### src/hw/rtl/bsf_pkg.sv
package bsf_pkg;

  localparam int unsigned ACC_W = 48;
  localparam int unsigned DIV_W = 64;

  // Input command codes
  localparam logic CMD_NBR = 1'b0;
  localparam logic CMD_FIN = 1'b1;

  // Configuration register indexes
  localparam logic REG_SIGHT = 1'b0;
  localparam logic REG_FORCE = 1'b1;

  typedef enum logic [3:0] {
    ST_IDLE,
    ST_SEP_X,
    ST_SEP_Y,
    ST_NBR_DONE,
    ST_COH_X,
    ST_COH_Y,
    ST_VEC,
    ST_SQRT,
    ST_DIV_X,
    ST_DIV_Y,
    ST_VEC_DONE,
    ST_OUT
  } state_e;

  typedef enum logic [2:0] {
    DOP_SEP_X,
    DOP_SEP_Y,
    DOP_COH_X,
    DOP_COH_Y,
    DOP_LEN_X,
    DOP_LEN_Y
  } div_op_e;

  typedef struct packed {
    logic            start;
    logic [DIV_W-1:0] num;
    logic [DIV_W-1:0] den;
  } div_req_t;

  typedef struct packed {
    logic             busy;
    logic             done;
    logic [DIV_W-1:0] quo;
  } div_rsp_t;

  function automatic logic signed [ACC_W-1:0] sat_add(
    input logic signed [ACC_W-1:0] a,
    input logic signed [ACC_W-1:0] b
  );
    logic signed [ACC_W:0] s;
    s = {a[ACC_W-1], a} + {b[ACC_W-1], b};
    if (s[ACC_W] != s[ACC_W-1]) begin
      return s[ACC_W] ? {1'b1, {(ACC_W-1){1'b0}}} : {1'b0, {(ACC_W-1){1'b1}}};
    end
    return s[ACC_W-1:0];
  endfunction

  // Saturating add of a term that may lie well outside the accumulator range
  function automatic logic signed [ACC_W-1:0] sat_add_wide(
    input logic signed [ACC_W-1:0] a,
    input logic signed [DIV_W:0]   b
  );
    logic signed [DIV_W+1:0]    s;
    logic [DIV_W-ACC_W+2:0]     top;
    s   = {{(DIV_W+2-ACC_W){a[ACC_W-1]}}, a} + {b[DIV_W], b};
    top = s[DIV_W+1:ACC_W-1];
    if (top != '0 && top != '1) begin
      return top[DIV_W-ACC_W+2] ? {1'b1, {(ACC_W-1){1'b0}}} : {1'b0, {(ACC_W-1){1'b1}}};
    end
    return s[ACC_W-1:0];
  endfunction

endpackage

### src/hw/rtl/bsf_divider.sv
// Unsigned restoring divider, one quotient bit per cycle.
module bsf_divider (
  input  logic              clk_i,
  input  logic              rst_ni,
  input  bsf_pkg::div_req_t req_i,
  output bsf_pkg::div_rsp_t rsp_o
);
  localparam int unsigned W = bsf_pkg::DIV_W;

  logic [W-1:0]         quo_q, quo_d, den_q, den_d;
  logic [W:0]           rem_q, rem_d;
  logic [$clog2(W):0]   cnt_q, cnt_d;
  logic                 busy_q, busy_d, done_q, done_d;
  logic [W:0]           trial;

  // Shift in one numerator bit and try a subtract
  always_comb begin
    trial  = {rem_q[W-1:0], quo_q[W-1]};
    quo_d  = quo_q;
    rem_d  = rem_q;
    den_d  = den_q;
    cnt_d  = cnt_q;
    busy_d = busy_q;
    done_d = 1'b0;
    if (req_i.start) begin
      quo_d  = req_i.num;
      den_d  = req_i.den;
      rem_d  = '0;
      cnt_d  = '0;
      busy_d = 1'b1;
    end else if (busy_q) begin
      if (trial >= {1'b0, den_q}) begin
        rem_d = trial - {1'b0, den_q};
        quo_d = {quo_q[W-2:0], 1'b1};
      end else begin
        rem_d = trial;
        quo_d = {quo_q[W-2:0], 1'b0};
      end
      cnt_d = cnt_q + 1'b1;
      if (cnt_q == ($clog2(W)+1)'(W - 1)) begin
        busy_d = 1'b0;
        done_d = 1'b1;
      end
    end
  end

  always_ff @(posedge clk_i or negedge rst_ni) begin
    if (!rst_ni) begin
      busy_q <= 1'b0;
      done_q <= 1'b0;
      cnt_q  <= '0;
    end else begin
      busy_q <= busy_d;
      done_q <= done_d;
      cnt_q  <= cnt_d;
    end
  end

  always_ff @(posedge clk_i) begin
    quo_q <= quo_d;
    rem_q <= rem_d;
    den_q <= den_d;
  end

  assign rsp_o.busy = busy_q;
  assign rsp_o.done = done_q;
  assign rsp_o.quo  = quo_q;
endmodule

### config.mk
export PLATFORM = sky130hd
export DESIGN_NAME = bsf_divider
export DESIGN_NICKNAME = d
export VERILOG_FILES = /design/src/hw/rtl/bsf_pkg.sv /design/src/hw/rtl/bsf_divider.sv
export SDC_FILE = /design/constraint.sdc
export NUM_CORES = 1
export LEC_CHECK = 0
export BUFFER_PORTS_ARGS = -buffer_cell sky130_fd_sc_hd__buf_2
export CORE_UTILIZATION = 35
export CTS_BUF_LIST = sky130_fd_sc_hd__clkbuf_2
export DETAILED_ROUTE_END_ITERATION = 12
export GPL_ROUTABILITY_DRIVEN = 0
export HOLD_SLACK_MARGIN = 0.03
export MAX_ROUTING_LAYER = met4
export PLACE_DENSITY = 0.55
export SYNTH_ARGS = -nofsm -noshare
export SYNTH_HDL_FRONTEND = slang
export SYNTH_SLANG_ARGS = --single-unit
### constraint.sdc
create_clock -name clk_i -period 4.4 [get_ports clk_i]
set_input_delay 0.66 -clock clk_i [delete_from_list [all_inputs] [get_ports clk_i]]
set_output_delay 0.66 -clock clk_i [all_outputs]
set_load 0.05 [all_outputs]
==> flow_summary.ini <==
[run_status]
status = finished clean

[critical_path]
setup.worst_path.end = rem_q[21]
cp-startpoint = den_q[6]
crit_type = flop to flop
timing.rr.end = rem_q[21]
cp_max_fo = 36
cp_data_arrival_time_ns = 4.48
cpPeakStageDelay_ns = 0.75
startpoint_type = flop
reg2reg_slack_ns = 0.76
timing.rr.start = den_q[6]
ff2ff_path_depth = 11
worst_ep_required_time_ns = 5.24
cp_cell_sequence = inv_1 > ha_1 > a21o_1 > a31o_1 > nor4b_4 > o32ai_4 > o2111ai_2 > and3_2 > buf_4 > nand2_1 > a311oi_1
endpoint_kind = flop
slowest_stage = and3_2

[clocking]
path_clk_slew_ns = 0.10
clkSinkCount = 201
clk_latency_ns = 1.04
htree_levels = 2
cts_buffer_depth = 3
cts_root_buffer = clkbuf_2
cts_setup_buffers = 0
cts_buffers = 58
cts_tree = built

[die]
start_util_pct = 35.8
dieArea_mm2 = 0.0363
rows = 68
ioPinCount = 197
die_height_um = 191
coreArea_mm2 = 0.0347
die_x_um = 191

[yosys]
synth_edf_count = 128
syn_inst = 1300
synthArstFlopShare_pct = 4.48
synth.net_count = 1497
synth_ff_type = edfxtp_1
yosys_warnings = 0
yosysUniqueCellTypes = 82
synth_area_mm2 = 0.0124
yosysSeqAreaShare_pct = 43.0
avgSynthCellArea_um2 = 9.57
ys_seq_elements = 201

[route]
drt_pass1_iterations = 5
vias_per_cell = 5.20
drc_errors = 0
first_iter_violations = 751
routed_wirelength_mm = 37.3
vias = 11000
met2_length_mm = 16.8
wl_per_cell_um = 17.5
detail-route-antenna-nets = 0
routed-wl-met3_mm = 2.07
top_layer = met4
met1_length_mm = 17.3

[power]
vdd_drop_max_uv = 314
power.static_leakage_nw = 6.85
clockPowerShare_pct = 17.2
p_int_mw = 4.62
p_per_area_mw_per_mm2 = 548
p_sw_mw = 3.91
seqPwrFrac_pct = 31.4
combPwrFrac_pct = 51.3
switching_share_pct = 45.8

[place]
dp_hpwl_mm = 25.9
io_buffers = 196
dpl_worst_slack_ns = 0.841

[global_route]
grt_pass1_vias = 11200
overflow = 0
track_usage_pct = 21.2
grt_max_degree = 112
antenna_found_initial = 3
grt_pass1_wl_mm = 59.4

[layout]
nNetsFinal = 1814
layout_common_cells = 195 x buf_2, 142 x nand2_1, 131 x dlygate4sd3_1, 128 x edfxtp_1, 104 x nor2_1
nFillCells = 3389
drive_gt1_share_pct = 24.1
area_growth_pct = 25.2
multi_input_area_mm2 = 0.00638
regArea_mm2 = 0.00535
layout_commonest_cell = buf_2

[timing]
timing.fmax_ghz = 0.275
setup_slack_ns = 0.760
slew_headroom_pct = 41.8
finClkSkew_ns = 0.142
finalCriticalPeriod_ns = 3.64
setup_viol = 0
slew_violations = 0
worstMarginPinSlew_ns = 0.874
hold_violations = 0
setup_tns_ns = 0
post-route-period-util_pct = 82.7
rsz0062_at_grt = no

[run]
drv_cap = 0

[worst_hold_path]
hp-class = primary input to flop
==> logic make-up after synthesis <==
logic type,Yosys count,share of synthesized area (%)
AOI/OAI and AO/OA,343,19.2
xor gates and xnor gates,52,3.66
adders and majority gates,66,6.70
buffers and inverters,172,5.71
DFF,201,43.0
muxes,76,6.80
and+or+nand+nor,390,14.9
==> cell type report <==
class                      instances  area share, %
timing repair buffer             335           15.2
tap                              455           3.65
clock buffer                      93           2.99
clock inverter                    17          0.490
antenna                            3         0.0482
multi-input combinational        927           40.9
inverter                          94           2.27
sequential                       201           34.4
==> Yosys cell counts, types with 9 or more instances <==
library cell | count | area [um2]
inv_1 | 93 | 349
buf_2 | 21 | 105
dfrtp_1 | 9 | 225
a31oi_1 | 14 | 87.6
a211oi_1 | 13 | 97.6
or3_1 | 9 | 56.3
edfxtp_1 | 128 | 3840
o21ai_0 | 46 | 230
nand2_1 | 142 | 533
xnor2_1 | 31 | 272
dfxtp_1 | 64 | 1280
nor2b_1 | 11 | 68.8
a311oi_1 | 28 | 245
a311oi_2 | 10 | 150
a21oi_1 | 97 | 485
mux2_2 | 68 | 766
nand3_1 | 17 | 85.1
ha_1 | 65 | 813
nor3_1 | 16 | 80.1
nand4_1 | 35 | 219
o21bai_1 | 16 | 120
xor2_1 | 21 | 184
nor2_1 | 104 | 390
a21o_1 | 45 | 338
clkbuf_1 | 48 | 180
==> what timing repair did <==
action / CTS / global route
hold buffers: 131 / 0
gates resized for setup: 0 / 0
hold endpoints to repair: 145 / 0
==> sequential cells by signal (all words and copies together), names as in the netlist <==
signal  count
den_q      64
done_q      1
cnt_q       7
quo_q      64
rem_q      64
busy_q      1
==> through the flow <==
step | cells | hold slack, ns | util [%] | power [mW] | area, um2
2_1_floorplan | 1300 | 0.364 | - | 5.95 | 12400
3_3_place_gp | 1881 | 0.479 | 39.5 | 6.94 | 13700
3_5_place_dp | 1881 | 0.485 | 39.5 | 6.95 | 13700
4_1_cts | 2122 | 0.161 | 44.8 | 8.58 | 15600
5_1_grt | 2125 | 0.228 | 44.9 | 9.18 | 15600
6_report | 2125 | 0.347 | 44.9 | 8.53 | 15600
==> critical path, delay by kind of cell (launching register included) <==
| kind | cells | cell delay [ns] |
|---|---|---|
| and+or+nand+nor | 3 | 1.21 |
| adders and majority gates | 1 | 0.36 |
| AOI/OAI and AO/OA | 5 | 1.15 |
| buffers and inverters | 2 | 0.38 |
| DFF | 1 | 0.33 |
==> worst min path at each step <==
stage | slack (ns) | endpoint | cells after the start | from
finish | 0.35 | den_q[7] | 2 | req_i[7]
global route | 0.23 | den_q[15] | 2 | req_i[15]
detailed placement | 0.48 | rem_q[26] | 2 | rem_q[26]
CTS | 0.16 | den_q[15] | 2 | req_i[15]
global placement | 0.48 | rem_q[9] | 2 | rem_q[8]
floorplan | 0.36 | busy_q | 0 | rst_ni
==> power by group through the flow <==
stage | clock network [mW] | logic (mW) | registers (mW)
global route | 1.64 | 4.81 | 2.73
finish | 1.47 | 4.38 | 2.68
global placement | 0 | 4.23 | 2.71
CTS | 1.54 | 4.36 | 2.68
detailed placement | 0 | 4.24 | 2.71
floorplan | 0 | 3.08 | 2.87
==> routing by layer <==
layer,up-vias,GRT usage [%]
li1,5458,-
met1,5136,27.2
met2,380,32.8
met3,72,4.09
met4,0,8.68
met5,-,-
(Power assumes the default switching activity.)
